===== config.mk =====
export PLATFORM = sky130hd
export DESIGN_NAME = capture_frame_pool_manager_core
export DESIGN_NICKNAME = d
export VERILOG_FILES = /design/src/design/cfpm_pkg.sv /design/src/design/cfpm_store.sv /design/src/design/capture_frame_pool_manager_core.sv
export SDC_FILE = /design/constraint.sdc
export NUM_CORES = 1
export LEC_CHECK = 0
export ABC_AREA = 1
export BUFFER_PORTS_ARGS = -buffer_cell sky130_fd_sc_hd__buf_2
export CAP_MARGIN = 10
export CORE_ASPECT_RATIO = 1.2
export CORE_MARGIN = 1.5
export CORE_UTILIZATION = 45
export CTS_CLUSTER_DIAMETER = 30
export DETAILED_ROUTE_END_ITERATION = 12
export SETUP_SLACK_MARGIN = 0.4
export SLEW_MARGIN = 10
export SYNTH_ARGS = -nofsm -noshare
export SYNTH_HDL_FRONTEND = slang
export SYNTH_SLANG_ARGS = --single-unit

===== constraint.sdc =====
create_clock -name i_clk -period 3.7 [get_ports i_clk]
set_clock_uncertainty 0.15 [all_clocks]
set_input_delay 0.74 -clock i_clk [delete_from_list [all_inputs] [get_ports i_clk]]
set_output_delay 0.74 -clock i_clk [all_outputs]
set_load 0.05 [all_outputs]

===== src/design/cfpm_pkg.sv =====
// Shared types, codes and helpers for the capture frame pool manager.
package cfpm_pkg;

    localparam int NUM_FRAMES = 8;
    localparam int FRAME_W    = (NUM_FRAMES > 1) ? $clog2(NUM_FRAMES) : 1;
    localparam int LINK_W     = $clog2(NUM_FRAMES + 1);
    localparam int SEQ_W      = 32;

    localparam logic [LINK_W-1:0] NIL_LINK = LINK_W'(NUM_FRAMES);

    localparam logic [2:0] KIND_START   = 3'd0;
    localparam logic [2:0] KIND_STOP    = 3'd1;
    localparam logic [2:0] KIND_CAPTURE = 3'd2;
    localparam logic [2:0] KIND_TAKE    = 3'd3;
    localparam logic [2:0] KIND_RELEASE = 3'd4;

    localparam logic [1:0] ST_OK          = 2'd0;
    localparam logic [1:0] ST_NO_FILLED   = 2'd1;
    localparam logic [1:0] ST_NOT_RUNNING = 2'd2;
    localparam logic [1:0] ST_NO_FRAME    = 2'd3;

    typedef struct packed {
        logic [2:0] kind;
        logic [2:0] frame_index;
    } t_cmd;

    typedef struct packed {
        logic [1:0]       status;
        logic [2:0]       out_frame;
        logic [SEQ_W-1:0] out_sequence;
        logic             overwrote_oldest;
        logic             is_running;
    } t_res;

    typedef enum logic [2:0] {
        S_IDLE,
        S_EXEC,
        S_APPEND,
        S_WALK_RD,
        S_WALK_WR,
        S_POP_RD,
        S_POP_WB,
        S_SEQ_WB
    } t_state;

    typedef struct packed {
        logic               rd_en;
        logic [FRAME_W-1:0] rd_addr;
        logic               link_we;
        logic [FRAME_W-1:0] link_addr;
        logic [LINK_W-1:0]  link_data;
        logic               seq_we;
        logic [FRAME_W-1:0] seq_addr;
        logic [SEQ_W-1:0]   seq_data;
    } t_store_req;

    function automatic logic is_frame(input logic [LINK_W-1:0] l);
        return l < NIL_LINK;
    endfunction

    function automatic logic [FRAME_W-1:0] addr_of(input logic [LINK_W-1:0] l);
        logic [LINK_W+FRAME_W-1:0] w;
        w = (LINK_W + FRAME_W)'(l);
        return w[FRAME_W-1:0];
    endfunction

    function automatic logic [2:0] out_frame_of(input logic [LINK_W-1:0] l);
        logic [LINK_W+2:0] w;
        w = (LINK_W + 3)'(l);
        return w[2:0];
    endfunction

    function automatic logic [LINK_W-1:0] link_of_index(input logic [2:0] x);
        logic [LINK_W+2:0] w;
        w = (LINK_W + 3)'(x);
        return w[LINK_W-1:0];
    endfunction

    function automatic logic index_in_pool(input logic [2:0] x);
        return (LINK_W + 3)'(x) < (LINK_W + 3)'(NUM_FRAMES);
    endfunction

endpackage


===== src/design/cfpm_store.sv =====
// Link and sequence-number stores: registered synchronous reads, link reset by valid bits.
module cfpm_store (
    input  logic                       i_clk,
    input  logic                       i_rst_n,
    input  cfpm_pkg::t_store_req       i_req,
    output logic [cfpm_pkg::LINK_W-1:0] o_link,
    output logic [cfpm_pkg::SEQ_W-1:0]  o_seq
);
    import cfpm_pkg::*;

    logic [LINK_W-1:0]     link_mem [NUM_FRAMES];
    logic [SEQ_W-1:0]      seq_mem  [NUM_FRAMES];
    logic [NUM_FRAMES-1:0] r_link_valid;
    logic [LINK_W-1:0]     r_link_q;
    logic [SEQ_W-1:0]      r_seq_q;
    logic [FRAME_W-1:0]    r_rd_addr;
    logic                  r_rd_valid;

    // Reset chain of the free list: each frame points to the one below it.
    function automatic logic [LINK_W-1:0] reset_link(input logic [FRAME_W-1:0] a);
        if (a == '0) begin
            return NIL_LINK;
        end
        return LINK_W'(a) - LINK_W'(1);
    endfunction

    always_ff @(posedge i_clk) begin
        if (i_req.link_we) begin
            link_mem[i_req.link_addr] <= i_req.link_data;
        end
        if (i_req.seq_we) begin
            seq_mem[i_req.seq_addr] <= i_req.seq_data;
        end
        if (i_req.rd_en) begin
            r_link_q  <= link_mem[i_req.rd_addr];
            r_seq_q   <= seq_mem[i_req.rd_addr];
            r_rd_addr <= i_req.rd_addr;
        end
    end

    always_ff @(posedge i_clk) begin
        if (!i_rst_n) begin
            r_link_valid <= '0;
            r_rd_valid   <= 1'b0;
        end else begin
            if (i_req.link_we) begin
                r_link_valid[i_req.link_addr] <= 1'b1;
            end
            if (i_req.rd_en) begin
                r_rd_valid <= r_link_valid[i_req.rd_addr];
            end
        end
    end

    assign o_link = r_rd_valid ? r_link_q : reset_link(r_rd_addr);
    assign o_seq  = r_seq_q;

endmodule


===== src/design/capture_frame_pool_manager_core.sv =====
// Top level of the capture frame pool manager: event sequencer around the link store.
//
// A command transfer is taken when start is high and busy is low; every command gives
// exactly one result, shown on o_res for a single cycle with o_done high, and the
// receiver cannot stall it. Stop, release, unknown kinds and rejected take or capture
// commands finish in the execute state; take pops the filled list (link read, then
// write-back); capture terminates the finished frame, chains it behind an existing
// tail if any, then pops a new target; start while running reads the target's sequence
// number, if any; start while stopped returns the stale target and every filled frame
// to the free list, then pops a new target, or is refused when the consumer holds every
// frame. Pops and walk steps wait for their link reads on the single read port of the
// link store. The result appears in the cycle in which busy falls again, so a new
// command may be issued alongside it. After reset the pool is ready at once.
module capture_frame_pool_manager_core (
    input  logic           i_clk,
    input  logic           i_rst_n,
    input  logic           start,
    input  cfpm_pkg::t_cmd i_cmd,
    output logic           busy,
    output logic           o_done,
    output cfpm_pkg::t_res o_res
);
    import cfpm_pkg::*;

    t_state                r_state, n_state;
    t_cmd                  r_cmd, n_cmd;
    logic [LINK_W-1:0]     r_free_head, n_free_head;
    logic [LINK_W-1:0]     r_filled_head, n_filled_head;
    logic [LINK_W-1:0]     r_filled_tail, n_filled_tail;
    logic [LINK_W-1:0]     r_target, n_target;
    logic [SEQ_W-1:0]      r_seq_cnt, n_seq_cnt;
    logic                  r_running, n_running;
    logic [NUM_FRAMES-1:0] r_held, n_held;
    logic [LINK_W-1:0]     r_cursor, n_cursor;
    logic [LINK_W-1:0]     r_walk_cnt, n_walk_cnt;
    logic                  r_pop_filled, n_pop_filled;
    logic                  r_pop_take, n_pop_take;
    logic                  r_done, n_done;
    t_res                  r_res, n_res;

    t_store_req            store_req;
    logic [LINK_W-1:0]     rd_link;
    logic [SEQ_W-1:0]      rd_seq;
    logic                  pop_from_filled;
    logic [LINK_W-1:0]     pop_frame;
    logic [LINK_W-1:0]     rel_frame;

    cfpm_store u_store (
        .i_clk   (i_clk),
        .i_rst_n (i_rst_n),
        .i_req   (store_req),
        .o_link  (rd_link),
        .o_seq   (rd_seq)
    );

    // Control state.
    always_ff @(posedge i_clk) begin
        if (!i_rst_n) begin
            r_state       <= S_IDLE;
            r_free_head   <= LINK_W'(NUM_FRAMES - 1);
            r_filled_head <= NIL_LINK;
            r_filled_tail <= NIL_LINK;
            r_target      <= NIL_LINK;
            r_seq_cnt     <= '0;
            r_running     <= 1'b0;
            r_held        <= '0;
            r_done        <= 1'b0;
        end else begin
            r_state       <= n_state;
            r_free_head   <= n_free_head;
            r_filled_head <= n_filled_head;
            r_filled_tail <= n_filled_tail;
            r_target      <= n_target;
            r_seq_cnt     <= n_seq_cnt;
            r_running     <= n_running;
            r_held        <= n_held;
            r_done        <= n_done;
        end
    end

    // Working registers and the result payload.
    always_ff @(posedge i_clk) begin
        r_cmd        <= n_cmd;
        r_cursor     <= n_cursor;
        r_walk_cnt   <= n_walk_cnt;
        r_pop_filled <= n_pop_filled;
        r_pop_take   <= n_pop_take;
        r_res        <= n_res;
    end

    // Take pops the filled list; a capture pop falls back to it only when no frame is free.
    assign pop_from_filled = r_pop_take || !is_frame(r_free_head);
    assign pop_frame       = pop_from_filled ? r_filled_head : r_free_head;
    assign rel_frame       = link_of_index(r_cmd.frame_index);

    always_comb begin
        n_state       = r_state;
        n_cmd         = r_cmd;
        n_free_head   = r_free_head;
        n_filled_head = r_filled_head;
        n_filled_tail = r_filled_tail;
        n_target      = r_target;
        n_seq_cnt     = r_seq_cnt;
        n_running     = r_running;
        n_held        = r_held;
        n_cursor      = r_cursor;
        n_walk_cnt    = r_walk_cnt;
        n_pop_filled  = r_pop_filled;
        n_pop_take    = r_pop_take;
        n_done        = 1'b0;
        n_res         = r_res;
        store_req     = '0;

        // Accesses are sequenced so that no read meets a write to the same entry in one cycle.
        case (r_state)
            S_IDLE: begin
                if (start) begin
                    n_cmd   = i_cmd;
                    n_state = S_EXEC;
                end
            end

            S_EXEC: begin
                case (r_cmd.kind)
                    KIND_START: begin
                        if (r_running) begin
                            if (is_frame(r_target)) begin
                                store_req.rd_en   = 1'b1;
                                store_req.rd_addr = addr_of(r_target);
                                n_state           = S_SEQ_WB;
                            end else begin
                                n_done  = 1'b1;
                                n_res   = '0;
                                n_state = S_IDLE;
                            end
                        end else begin
                            // Return the stale target before walking the filled list.
                            if (is_frame(r_target)) begin
                                store_req.link_we   = 1'b1;
                                store_req.link_addr = addr_of(r_target);
                                store_req.link_data = r_free_head;
                                n_free_head         = r_target;
                                n_target            = NIL_LINK;
                            end
                            n_cursor   = r_filled_head;
                            n_walk_cnt = '0;
                            n_state    = S_WALK_RD;
                        end
                    end

                    KIND_STOP: begin
                        n_running = 1'b0;
                        n_done    = 1'b1;
                        n_res     = '0;
                        n_state   = S_IDLE;
                    end

                    KIND_CAPTURE: begin
                        if (!r_running) begin
                            n_done       = 1'b1;
                            n_res        = '0;
                            n_res.status = ST_NOT_RUNNING;
                            n_state      = S_IDLE;
                        end else if (!is_frame(r_target)) begin
                            n_done       = 1'b1;
                            n_res        = '0;
                            n_res.status = ST_NO_FRAME;
                            n_state      = S_IDLE;
                        end else begin
                            // Append the finished target; terminate it here, chain the old tail next.
                            store_req.link_we   = 1'b1;
                            store_req.link_addr = addr_of(r_target);
                            store_req.link_data = NIL_LINK;
                            n_filled_tail       = r_target;
                            n_target            = NIL_LINK;
                            n_cursor            = r_filled_tail;
                            n_pop_take          = 1'b0;
                            if (!is_frame(r_filled_head)) begin
                                n_filled_head = r_target;
                                n_state       = S_POP_RD;
                            end else if (is_frame(r_filled_tail)) begin
                                n_state = S_APPEND;
                            end else begin
                                n_state = S_POP_RD;
                            end
                        end
                    end

                    KIND_TAKE: begin
                        if (!is_frame(r_filled_head)) begin
                            n_done       = 1'b1;
                            n_res        = '0;
                            n_res.status = ST_NO_FILLED;
                            n_state      = S_IDLE;
                        end else begin
                            n_pop_take = 1'b1;
                            n_state    = S_POP_RD;
                        end
                    end

                    KIND_RELEASE: begin
                        n_done  = 1'b1;
                        n_res   = '0;
                        n_state = S_IDLE;
                        if (!index_in_pool(r_cmd.frame_index)
                                || !r_held[addr_of(rel_frame)]) begin
                            n_res.status = ST_NO_FRAME;
                        end else begin
                            n_held[addr_of(rel_frame)] = 1'b0;
                            store_req.link_we          = 1'b1;
                            store_req.link_addr        = addr_of(rel_frame);
                            store_req.link_data        = r_free_head;
                            n_free_head                = rel_frame;
                        end
                    end

                    default: begin
                        n_done  = 1'b1;
                        n_res   = '0;
                        n_state = S_IDLE;
                    end
                endcase
            end

            S_APPEND: begin
                // r_cursor holds the old tail; r_filled_tail is already the new frame.
                store_req.link_we   = 1'b1;
                store_req.link_addr = addr_of(r_cursor);
                store_req.link_data = r_filled_tail;
                n_state             = S_POP_RD;
            end

            S_WALK_RD: begin
                if (is_frame(r_cursor) && (r_walk_cnt < LINK_W'(NUM_FRAMES))) begin
                    store_req.rd_en   = 1'b1;
                    store_req.rd_addr = addr_of(r_cursor);
                    n_state           = S_WALK_WR;
                end else begin
                    n_filled_head = NIL_LINK;
                    n_filled_tail = NIL_LINK;
                    n_seq_cnt     = '0;
                    if (is_frame(r_free_head)) begin
                        n_pop_take = 1'b0;
                        n_state    = S_POP_RD;
                    end else begin
                        n_done       = 1'b1;
                        n_res        = '0;
                        n_res.status = ST_NO_FRAME;
                        n_state      = S_IDLE;
                    end
                end
            end

            S_WALK_WR: begin
                // Push the visited frame and advance to its successor.
                store_req.link_we   = 1'b1;
                store_req.link_addr = addr_of(r_cursor);
                store_req.link_data = r_free_head;
                n_free_head         = r_cursor;
                n_cursor            = rd_link;
                n_walk_cnt          = r_walk_cnt + LINK_W'(1);
                n_state             = S_WALK_RD;
            end

            S_POP_RD: begin
                if (!is_frame(pop_frame)) begin
                    n_done       = 1'b1;
                    n_res        = '0;
                    n_res.status = ST_NO_FRAME;
                    n_state      = S_IDLE;
                end else begin
                    store_req.rd_en   = 1'b1;
                    store_req.rd_addr = addr_of(pop_frame);
                    n_pop_filled      = pop_from_filled;
                    n_cursor          = pop_frame;
                    n_state           = S_POP_WB;
                end
            end

            S_POP_WB: begin
                if (r_pop_filled) begin
                    if (is_frame(rd_link)) begin
                        n_filled_head = rd_link;
                    end else begin
                        n_filled_head = NIL_LINK;
                        n_filled_tail = NIL_LINK;
                    end
                end else begin
                    n_free_head = rd_link;
                end
                n_done          = 1'b1;
                n_res           = '0;
                n_res.out_frame = out_frame_of(r_cursor);
                n_state         = S_IDLE;
                if (r_pop_take) begin
                    n_held[addr_of(r_cursor)] = 1'b1;
                    n_res.out_sequence        = rd_seq;
                end else begin
                    store_req.seq_we       = 1'b1;
                    store_req.seq_addr     = addr_of(r_cursor);
                    store_req.seq_data     = r_seq_cnt;
                    n_target               = r_cursor;
                    n_seq_cnt              = r_seq_cnt + SEQ_W'(1);
                    n_running              = 1'b1;
                    n_res.out_sequence     = r_seq_cnt;
                    n_res.overwrote_oldest = r_pop_filled;
                end
            end

            S_SEQ_WB: begin
                n_done             = 1'b1;
                n_res              = '0;
                n_res.out_frame    = out_frame_of(r_target);
                n_res.out_sequence = rd_seq;
                n_state            = S_IDLE;
            end

            default: begin
                n_state = S_IDLE;
            end
        endcase

        // Report the running flag as it stands after the event.
        if (n_done) begin
            n_res.is_running = n_running;
        end
    end

    assign busy   = (r_state != S_IDLE);
    assign o_done = r_done;
    assign o_res  = r_res;

endmodule


==> Yosys cells after proc, flatten, opt, wreduce, memory -nomap -nowiden <==
Memory sizes are Yosys's and may differ from the RTL's. A register that Yosys moved wholly into a read port is not among the register bits.
Cells that the tools add are included.
{ "word_totals": {"ff_bits": 128, "mem_bits_rw": 288, "in_bits": 9, "out_inout_bits": 41, "elab_cells": 251, "mem_count": 2} }
{ "op_classes": {"addsub": 3, "n_lt_le_gt_ge": 15, "eq_ne": 50, "muxes": 121, "bitwise": 4, "reduce_logical": 33} }
{ "memory_table": {"columns": ["memory", "words", "width", "read_ports", "rd_clocked_by_memory_dff", "write_ports", "line_no", "source"], "rows": [
  ["u_store.seq_mem", 8, 32, 1, 1, 1, "cfpm_store.sv:12", "logic [SEQ_W-1:0] seq_mem [NUM_FRAMES];"],
  ["u_store.link_mem", 8, 4, 1, 1, 1, "cfpm_store.sv:11", "logic [LINK_W-1:0] link_mem [NUM_FRAMES];"]
]} }
{ "ops": {"columns": ["operator", "count"], "rows": [
  ["two-way mux 39 bit", 8],
  ["one-hot mux 39 bit (5 select lines)", 1],
  ["one-hot mux 39 bit (4 select lines)", 1],
  ["two-way mux 4 bit", 34],
  ["two-way mux 32 bit", 3],
  ["two-way mux 36 bit", 2],
  ["two-way mux 8 bit", 8],
  ["one-hot mux 32 bit (2 select lines)", 1],
  ["one-hot mux 4 bit (3 select lines)", 5],
  ["one-hot mux 8 bit (3 select lines)", 2],
  ["one-hot mux 4 bit (2 select lines)", 5],
  ["inequality test 3 bit (second input constant)", 12],
  ["two-way mux 3 bit", 11],
  ["adder 32 x 1 -> 32 bit (second input constant)", 1],
  ["less-than comparator 4 bit (second input constant)", 8],
  ["inequality test 2 bit (second input constant)", 16],
  ["two-way mux 1 bit", 26],
  ["one-hot mux 3 bit (7 select lines)", 1],
  ["AND reduction 7 bit", 3],
  ["less-than comparator 3 x 4 -> 1 bit (second input constant)", 4],
  ["inequality test 4 bit (second input constant)", 4],
  ["bitwise OR 8 bit", 2],
  ["one-hot mux 8 bit (2 select lines)", 1],
  ["AND reduction 8 bit", 2],
  ["other kinds (32)", 65]
]} }

==> Logic depth before layout (Yosys ltp) <==
Gate-level depths: netlist (run 1).
{ "depth": {"word_depth": 10, "ltp_mapped": 16} }

==> Modules after synthesis <==
Synthesis (run 1) repeated with hierarchy kept, for this count alone.
{ "unflattened": {"cells_unflattened": 1893, "area_unflattened_um2": 19423.6} }
{ "by_module_without_submodules": {"columns": ["mod", "instances", "cells_per_inst", "area_each_um2"], "rows": [
  ["cfpm_store", 1, 960, 12881.1],
  ["capture_frame_pool_manager_core", 1, 933, 6542.5]
]} }

==> Worst setup path before layout (run 1) <==
Ideal clock, no wire load.
{ "synth_path": {"kind": "register -> register", "startpoint": "register r_state[1]", "endpoint": "memory u_store.seq_mem[1][0] (enable)", "setup_time_ns": 0.421, "arrival_time_ns": 2.458, "t_required_ns": 3.129, "path_slack_ns": 0.671, "stages_incl_launch_ff": 7, "synth_period_minus_slack_ns": 3.029, "path_cell_list": "dfxtp_1 nand2_1 nor2_2 nand2_1 inv_1 nand2_1 nor2_1"} }
{ "synth_between": {"elab_chain_cells": 4} }
{ "synth_lines": {"columns": ["item", "line_no", "source"], "rows": [
  ["start, declared", "capture_frame_pool_manager_core.sv:25", "t_state r_state, n_state;"],
  ["start signal, assigned", "capture_frame_pool_manager_core.sv:69", "r_state <= n_state;"],
  ["== test 3 bit *", "capture_frame_pool_manager_core.sv:115", "case (r_state)"],
  ["two-way mux 36 bit *", "capture_frame_pool_manager_core.sv:115", null],
  ["two-way mux 1 bit", "cfpm_store.sv:31", "if (i_req.seq_we) begin"],
  ["two-way mux 1 bit (implied by the code)", "cfpm_store.sv:32", "seq_mem[i_req.seq_addr] <= i_req.seq_data;"],
  ["end, declared", "cfpm_store.sv:12", null]
]} }
Mark *: on every way between the ends. The rest lies on a longest branch, timed or not.

==> Final worst setup path (run 1) <==
{ "layout_path": {"startpoint": "register r_state[2]", "endpoint": "register u_store.r_seq_q[16] (netlist: u_store.o_seq[16]), read port of u_store.seq_mem (data pin)"} }
{ "layout_between": {"elab_chain_cells": 2, "word_cells_on_any_way": 4} }
{ "layout_lines": {"columns": ["item", "line_no", "source"], "rows": [
  ["== test 3 bit, or another cell as far along", "capture_frame_pool_manager_core.sv:115", null],
  ["one-hot mux 4 bit (3 select lines) *", "capture_frame_pool_manager_core.sv:115", null],
  ["end, declared", "cfpm_store.sv:15", "logic [SEQ_W-1:0] r_seq_q;"]
]} }
Marks and branches as above.
A chain may end at the register's enable or synchronous reset.

==> results of run 1 <==
logic make-up after synthesis:
group | synth area share, %
AOI/OAI and AO/OA | 14.0
xor gates and xnor gates | 0.137
adders and majority gates | 0.261
buffers and inverters | 4.47
DFF | 67.2
and+or+nand+nor | 13.9
flip-flops by register name, summed over array words and instances, names as in the netlist, 6 cells and up:
register and cells:
r_cmd 6, u_store.link_mem 32, u_store.o_seq 32, r_seq_cnt 32
o_res 39, r_held 8, u_store.seq_mem 256, u_store.r_link_valid 8
worst paths after layout:
path / slack [ps] / start / depth (start not counted) / end
worst max-delay path: 620 / r_state[2]$_SDFFE_PN0P_ / 11 / u_store.o_seq[16]$_DFFE_PP_
worst min-delay path: 180 / i_cmd[3] / 1 / r_cmd[3]$_DFFE_PP_
worst max register to register: 620 / r_state[2]$_SDFFE_PN0P_ / 11 / u_store.o_seq[16]$_DFFE_PP_
worst min register to register: 310 / u_store.r_link_valid[0]$_SDFFE_PN0P_ / 2 / u_store.r_link_valid[0]$_SDFFE_PN0P_
power by group:
group / leakage [nW] / switching, mW / internal (mW)
Sequential: 4.06 / 0.0327 / 5.52
Combinational: 2.66 / 0.225 / 0.0600
Clock: 1.46 / 2.61 / 5.50
cells in the mapped netlist, types with 4 or more instances:
master	instances	area share, %
buf_4	4	0.16
a21oi_1	63	1.6
nand4_1	9	0.29
a211oi_1	6	0.24
inv_1	124	2.4
clkbuf_1	44	0.86
o31ai_1	8	0.31
nor2_1	368	7.2
o21ai_0	285	7.4
o21a_1	37	1.4
edfxtp_1	382	60
o21ai_1	20	0.52
o22ai_1	6	0.20
nand3_1	33	0.86
o211ai_1	45	1.8
ha_1	4	0.26
nor3_1	27	0.71
dfxtp_1	70	7.3
nand2_1	208	4.1
buf_2	33	0.86
cell type report:
class | instances | area (µm²)
clock inverter | 54 | 703
multi-input combinational | 1152 | 5530
fill | 3598 | 18600
sequential | 452 | 12900
tap | 546 | 683
clock buffer | 109 | 2350
inverter | 129 | 485
timing repair buffer | 90 | 628
through the flow:
step	power (mW)	utilization (%)
global placement	5.93	48.3
CTS	14.1	55.6
floorplan	5.82	-
global route	14.3	55.6
finish	13.9	55.6
detailed placement	5.93	48.3
per-layer routing:
metal  share of wire (%)  up-vias  global-route usage [%]
met2                  50      486                    39.7
met1                  42     6755                    30.3
met5                   0        -                       0
met4                 3.3        0                    10.5
li1                    -     6595                       -
met3                 5.2      114                    3.71
==> out/metrics.cfg, run 1 <==
[timing]
post-route-period-util_pct = 83.2
finalHoldViolations = 0
worst_pin_slew_ps = 882
tns_ps = 0
max-slew-margin-rel_pct = 40.6
rsz0062_at_grt = no
setup_violations = 0
post-route-min-period_ps = 3080
fmax_mhz = 325
drv_slew = 0
hold-worst-slack_ps = 182
setup_ws_ps = 621

[power]
vdd_drop_max_v = 0.000446
power_leakage_nw = 8.18
power_density_nw_per_um2 = 599

[logic_synthesis]
syn-num-nets = 1828
async_flop_share_pct = 0
synthDistinctLibCells = 43
synth_top_flop_cell = edfxtp_1
synth_cells = 1815
yosysSeqAreaShare_pct = 67.2
synth_area_um2 = 19200
syn_avg_cell_area_um2 = 10.6
synth_edf_count = 382
ys_warn_count = 0
synth-seq-cells = 452

[placement]
postPlaceCellArea_um2 = 20200
place.gp.congestion = 0.942
port_buffers = 49
pre_cts_slack_ps = 783
place_inst = 2369
post-dp-hpwl_mm = 31.0

[clocking]
cts-htree-levels = 3
clock_latency_ps = 610
cts_hold_buf = 0
cts.sink_count = 452
cts_resized = 0
cts_tree = built
cts_made_buffers = 88
cts_root_buf = clkbuf_16
postCtsSetupBuffers = 0
clk_pin_slew_ps = 50
cts_buffer_depth = 3

[run_status]
status = finished, final reports clean

[critical_path]
critPathMaxStageDelay_ps = 460
cp-start-kind = register
path_class = register to register
path_cells = inv_2 > nor2_4 > nand2_2 > nor2_4 > nand2_1 > nand3_4 > clkinv_2 > buf_12 > o21ai_0 > o211ai_1 > o21a_1
cpMaxStageDelayCell = dfxtp_1
cp_num_buf_inv = 3
worst_path_most_repeated_cell = nor2_4
crit_path_max_fanout = 139
critPathTopFamily = simple AND/OR/NAND/NOR gates
cp.required_ps = 3910
critPathArrivalTime_ps = 3280
cp-end-kind = register

[finish]
finalNetCount = 1926
drive_gt1_share_pct = 13.1
finalInstanceArea_um2 = 23300
layout_commonest_cell = edfxtp_1
fin_cells = 2532
num_antenna_cells = 0
areaGrowthSynthToFinish_pct = 21.4
most-common-layout-cells = edfxtp_1, nor2_1, o21ai_0

[routing]
drtPass1Iterations = 7
drc = 0
routed_via_density = 5.51
antenna_left = 0
wl_per_cell_um = 20.1
vias = 14000
drt_wl_total_mm = 51.0
drt_iter0_drc = 1094

[global_routing]
grt_max_degree = 151
grt_pass1_wl_mm = 78.5
grt_use_total_pct = 23.7
grt_antenna_before_repair = 0
first_global_vias = 13700
grt.overflow.total = 0

[floorplan]
dieWidth_um = 191
core_um2 = 41900
die_y_um = 229
ios = 50
num_rows = 82
start_util_pct = 45.8
dieArea_um2 = 43800

[worst_hold_path]
hp-class = input port to register

[flow_run]
max-cap-violations = 0

Note: power is estimated with default switching activity, not from simulation.
==> run 2: changes to the inputs <==
- ABC_AREA: 1 -> 0
- clock period: 3.7 -> 3.2 ns (I/O delays scaled with it)
==> run 2 against run 1 <==
  * Synthesized cell count shrank 28%
  * Routed wire length shrank 14%
  * Total power grew 10%
  * Combinational power shrank 41%
  * Critical path depth shrank 3
  * Global-route usage shrank 3.2 points
  * Core utilization grew 0.50 points
  * Die area shrank 0.83%
  * Sequential cell count is the same
  * Critical path type unchanged
  * Critical endpoint is now u_store.r_rd_valid$_SDFFE_PN0P_
  * Largest cell class unchanged
==> out/metrics.cfg, run 2 <==
[timing]
finalHoldViolations = 0
tns_ps = 0
drv_slew = 0
worst_pin_slew_ps = 822
fmax_mhz = 373
max-slew-margin-rel_pct = 44.8
post-route-min-period_ps = 2680
setup_violations = 0
hold-worst-slack_ps = 87.2
post-route-period-util_pct = 83.8
rsz0062_at_grt = no

[global_routing]
grt_pass1_wl_mm = 66.9
grt_max_degree = 45
grt_antenna_before_repair = 1
grt.overflow.total = 0
first_global_vias = 11600
grt_use_total_pct = 20.4

[logic_synthesis]
synth_edf_count = 382
synth_area_um2 = 19000
ys_warn_count = 0
synth_cells = 1304
synth_top_flop_cell = edfxtp_1
synthTopCellsByArea = edfxtp_1, mux2i_1, dfxtp_1
synth-seq-cells = 452
yosysMostFrequentCell = edfxtp_1
syn_avg_cell_area_um2 = 14.6
syn-num-nets = 1317
synth_commonest_cells = edfxtp_1, mux2i_1, nor2_1, dfxtp_1, nand2_1
async_flop_share_pct = 0
yosysTopAreaCell = edfxtp_1
yosysSeqAreaShare_pct = 67.8
netlist.area_leader.share_pct = 60.4
synthDistinctLibCells = 69

[worst_hold_path]
min_path_cells = 1
hp-class = input port to register

[clocking]
cts_hold_buf = 0
cts_buffer_depth = 3
cts_tree = built
clock_latency_ps = 580
cts-htree-levels = 3
cts.sink_count = 452
cts_made_buffers = 82
cts_root_buf = clkbuf_16
clk_pin_slew_ps = 50

[routing]
antenna_left = 0
drc = 0
drtPass1Iterations = 5
dr_wl_met2_mm = 21.9
routed.top_layer = met4
vias = 11400
routed_via_density = 5.56
drt_iter0_drc = 859
drt_wl_total_mm = 43.7
wl_met3_mm = 2.12
wl_met1_mm = 18.0
wl_per_cell_um = 21.3

[power]
finalPower_mw = 15.4
power_leakage_nw = 7.77
vdd_drop_max_v = 0.000457
power_density_nw_per_um2 = 658

[critical_path]
cp-end-kind = register
cp_num_buf_inv = 2
critPathMaxStageDelay_ps = 540
path_class = register to register
critPathArrivalTime_ps = 2960
cp-start-kind = register
cpMaxStageDelayCell = mux4_2
crit_path_max_fanout = 44
rr_worst_depth = 8
cp.required_ps = 3480
path_depth = 8
critPathTopFamily = multiplexers
path_cells = nor2_1 > inv_1 > mux2i_2 > o221ai_4 > buf_12 > mux4_2 > nand4bb_1 > o311ai_0

[placement]
post-dp-hpwl_mm = 25.2
place.gp.congestion = 0.886
port_buffers = 49

[finish]
fill_cells = 3308
largest-register = u_store.seq_mem
num_antenna_cells = 0
largest_reg_flops = 256
layout_commonest_cell = edfxtp_1
finalNetCount = 1453
most-common-layout-cells = edfxtp_1, mux2i_1, clkbuf_16
areaGrowthSynthToFinish_pct = 23.2
drive_gt1_share_pct = 22.2

[floorplan]
die_y_um = 228
dieWidth_um = 191
dieArea_um2 = 43500
num_rows = 82
start_util_pct = 45.5
core_um2 = 41800
ios = 50

[run_status]
status = finished, final reports clean

[flow_run]
max-cap-violations = 0

-- run 2: routing by layer --
metal | vias to the layer above | track usage, %
li1 | 5249 | -
met5 | - | 0
met3 | 111 | 4.23
met2 | 327 | 34.2
met4 | 0 | 9.69
met1 | 5726 | 25.2
-- run 2: metrics by stage --
stage / setup WS, ps / area (µm²) / utilization [%] / instances
detailed placement: 198 / 20400 / 48.8 / 1891
floorplan: 197 / 19100 / - / 1304
global route: 403 / 23400 / 56.1 / 2054
CTS: 417 / 23300 / 55.8 / 2045
finish: 519 / 23400 / 56.1 / 2054
global placement: 321 / 20400 / 48.8 / 1891
-- run 2: path summary, 6_finish.rpt --
check	startpoint	endpoint	slack [ps]
max reg2reg	r_pop_take$_SDFFCE_PP0P_	u_store.r_rd_valid$_SDFFE_PN0P_	520
min	i_cmd[2]	r_cmd[2]$_DFFE_PP_	90
max	r_pop_take$_SDFFCE_PP0P_	u_store.r_rd_valid$_SDFFE_PN0P_	520
min reg2reg	u_store.r_link_valid[7]$_SDFFE_PN0P_	u_store.r_link_valid[7]$_SDFFE_PN0P_	320
-- run 2: final cells by class --
type                       count  area, µm²  share of cell area [%]
inverter                      26       97.6                   0.417
sequential                   452      12900                    55.0
multi-input combinational    758       5860                    25.0
clock inverter                59        696                    2.97
clock buffer                  93       2190                    9.35
timing repair buffer         120       1000                    4.29
tap                          546        683                    2.92
-- run 2: cell families (layout without fill, tap and decap cells) --
group,Yosys count,after routing,synth area share [%]
AOI/OAI and AO/OA,167,167,5.80
xor gates and xnor gates,28,28,1.29
adders and majority gates,4,4,0.263
buffers and inverters,94,298,2.32
DFF,452,452,67.8
muxes,273,273,14.8
and+or+nand+nor,286,286,7.81
-- run 2: worst reg2reg max path: cells and delay by family, from the launching register on --
family,cells,cell delay [ps]
AO/OA/AOI/OAI,2,380
buffers and inverters,2,490
flip-flops,1,450
multiplexers,2,790
AND/OR/NAND/NOR,2,280
-- run 2: what timing repair did --
item                                    4_1_cts  5_1_grt
buffers inserted                              2        8
gates resized for setup                       3        7
endpoints found under the setup margin       37       69
pin swaps                                     0        2
cloned                                        0        1
-- run 2: where the power goes --
part / switching, mW / total, mW / internal [mW]
combinational: 0.116 / 0.169 / 0.0528
clock: 3.02 / 8.88 / 5.87
sequential: 0.0197 / 6.35 / 6.33
total: 3.16 / 15.4 / 12.2
==> run 3: changes to the inputs <==
- clock period: 3.2 -> 2.8 ns (I/O delays scaled with it)
==> run 3 against run 2 <==
  * Clock power rose by 18%
  * First-iteration DRC count grew 0.58%
  * Via count increased by 4.6%
  * Die area unchanged
  * Cell count is 5.2% higher
  * Highest routed layer unchanged
  * Global-route usage grew 1.6 points
==> out/metrics.cfg, run 3 (synthesized netlist as in run 2, its figures left out) <==
[timing]
tns_ps = 0
post-route-min-period_ps = 2680
finalHoldViolations = 0
drv_slew = 0
post-route-period-util_pct = 95.9
setup_violations = 0
worst_pin_slew_ps = 778
rsz0062_at_grt = yes
max-slew-margin-rel_pct = 47.7
fmax_mhz = 372

[floorplan]
dieWidth_um = 191
core_um2 = 41800
ios = 50
num_rows = 82
die_y_um = 228
start_util_pct = 45.5
dieArea_um2 = 43500

[clocking]
cts_tree = built
cts_buffer_depth = 3
cts_root_buf = clkbuf_16
cts.sink_count = 452
cts-htree-levels = 3
cts_made_buffers = 89
clock_latency_ps = 610
clk_pin_slew_ps = 50

[flow_run]
max-cap-violations = 0

[critical_path]
cp-start-kind = register
path_class = register to register
cp_num_buf_inv = 4
critPathMaxStageDelay_ps = 420
cp-end-kind = register
worst_path_most_repeated_cell = buf_4
cp.required_ps = 3000
path_cells = nor3b_4 > nand3_2 > buf_4 > buf_4 > o221ai_4 > buf_12 > buf_16 > mux2i_1 > mux2_4
crit_path_max_fanout = 10
cpMaxStageDelayCell = edfxtp_1
critPathTopFamily = buffers and inverters
critPathArrivalTime_ps = 2890

[worst_hold_path]
hp-class = input port to register

[global_routing]
first_global_vias = 12100
grt_pass1_wl_mm = 71.7
grt_antenna_before_repair = 0
grt_max_degree = 43
grt_use_total_pct = 22.1
grt.overflow.total = 0

[placement]
post-dp-hpwl_mm = 25.7
port_buffers = 49
place.gp.congestion = 0.867
postPlaceCellArea_um2 = 20600

[finish]
finalInstanceArea_um2 = 25700
drive_gt1_share_pct = 32.1
areaGrowthSynthToFinish_pct = 35.1
most-common-layout-cells = edfxtp_1, mux2i_1, clkbuf_16
fill_cells = 3094
finalNetCount = 1550
largest-register = u_store.seq_mem
layout_commonest_cell = edfxtp_1
num_antenna_cells = 0
largest_reg_flops = 256

[routing]
antenna_left = 0
drt_iter0_drc = 864
drtPass1Iterations = 5
vias = 11900
routed_via_density = 5.53
drt_wl_total_mm = 49.5
wl_per_cell_um = 22.9
drc = 0

[power]
power_leakage_nw = 8.76
power_density_nw_per_um2 = 699
vdd_drop_max_v = 0.000476

[run_status]
status = finished, final reports clean

## run 3: cell count changes in the layout (fill, tap and decap cells not counted), sizes merged
cell | previous run | this run
bufinv | 11 | 8
clkinv | 27 | 33
dlygate4sd3 | 0 | 5
clkbuf | 94 | 115
buf | 119 | 188
inv | 36 | 39
or4b | 2 | 3
clkinvlp | 11 | 15
## run 3: report_power, final
group          total [mW]  internal [mW]  leakage (nW)  switching (mW)
sequential           7.26           7.24          3.96          0.0238
combinational       0.236         0.0873          3.36           0.149
clock                10.5           6.79          1.44            3.67
## run 3: what timing repair did
action | in CTS | in global routing
pin swaps | 16 | 17
buffers inserted | 31 | 18
setup endpoints to repair | 337 | 422
hold buffers | 5 | 0
hold endpoints to repair | 5 | 0
resized for setup | 79 | 121
gates cloned | 11 | 21
## run 3: per-stage QoR
stage,worst slack [ps],hold WS (ps),utilization [%],power [mW],std cells
6_report,115,27.6,61.5,18.0,2160
5_1_grt,63.7,22.3,61.5,18.5,2160
4_1_cts,109,20.7,58.9,18.1,2121
3_5_place_dp,-25.7,303,49.4,7.58,1906
3_3_place_gp,-9.82,291,49.4,7.58,1906
2_1_floorplan,103,265,-,7.51,1304
## run 3: final timing paths
| check | startpoint | endpoint | slack (ps) | depth (start not counted) |
|---|---|---|---|---|
| setup / recovery | r_cmd[5]$_DFFE_PP_ | u_store.r_link_q[0]$_DFFE_PP_ | 120 | 9 |
| hold / removal | i_cmd[3] | r_cmd[3]$_DFFE_PP_ | 30 | 1 |
| setup reg to reg | r_cmd[5]$_DFFE_PP_ | u_store.r_link_q[0]$_DFFE_PP_ | 120 | 9 |
| hold reg to reg | u_store.r_link_valid[1]$_SDFFE_PN0P_ | u_store.r_link_valid[1]$_SDFFE_PN0P_ | 320 | 1 |
## run 3: per-layer routing
layer | vias to the layer above | part of all wire [%] | track usage, % | wire length (µm)
met5 | - | 0 | 0 | 0
met4 | 0 | 2.6 | 9.06 | 1300
met3 | 91 | 4.3 | 3.34 | 2140
met2 | 342 | 52 | 38.7 | 25900
met1 | 6039 | 41 | 27.0 | 20200
li1 | 5466 | - | - | -
## run 3: cell type report
cell class,instances,area (µm²),area share [%]
clock buffers,99,2320,9.03
inverters,26,101,0.395
well taps,546,683,2.66
multi-input cells,759,6440,25.1
flip-flops and latches,452,12900,50.2
clock inverters,69,701,2.73
repair buffers,209,2550,9.92
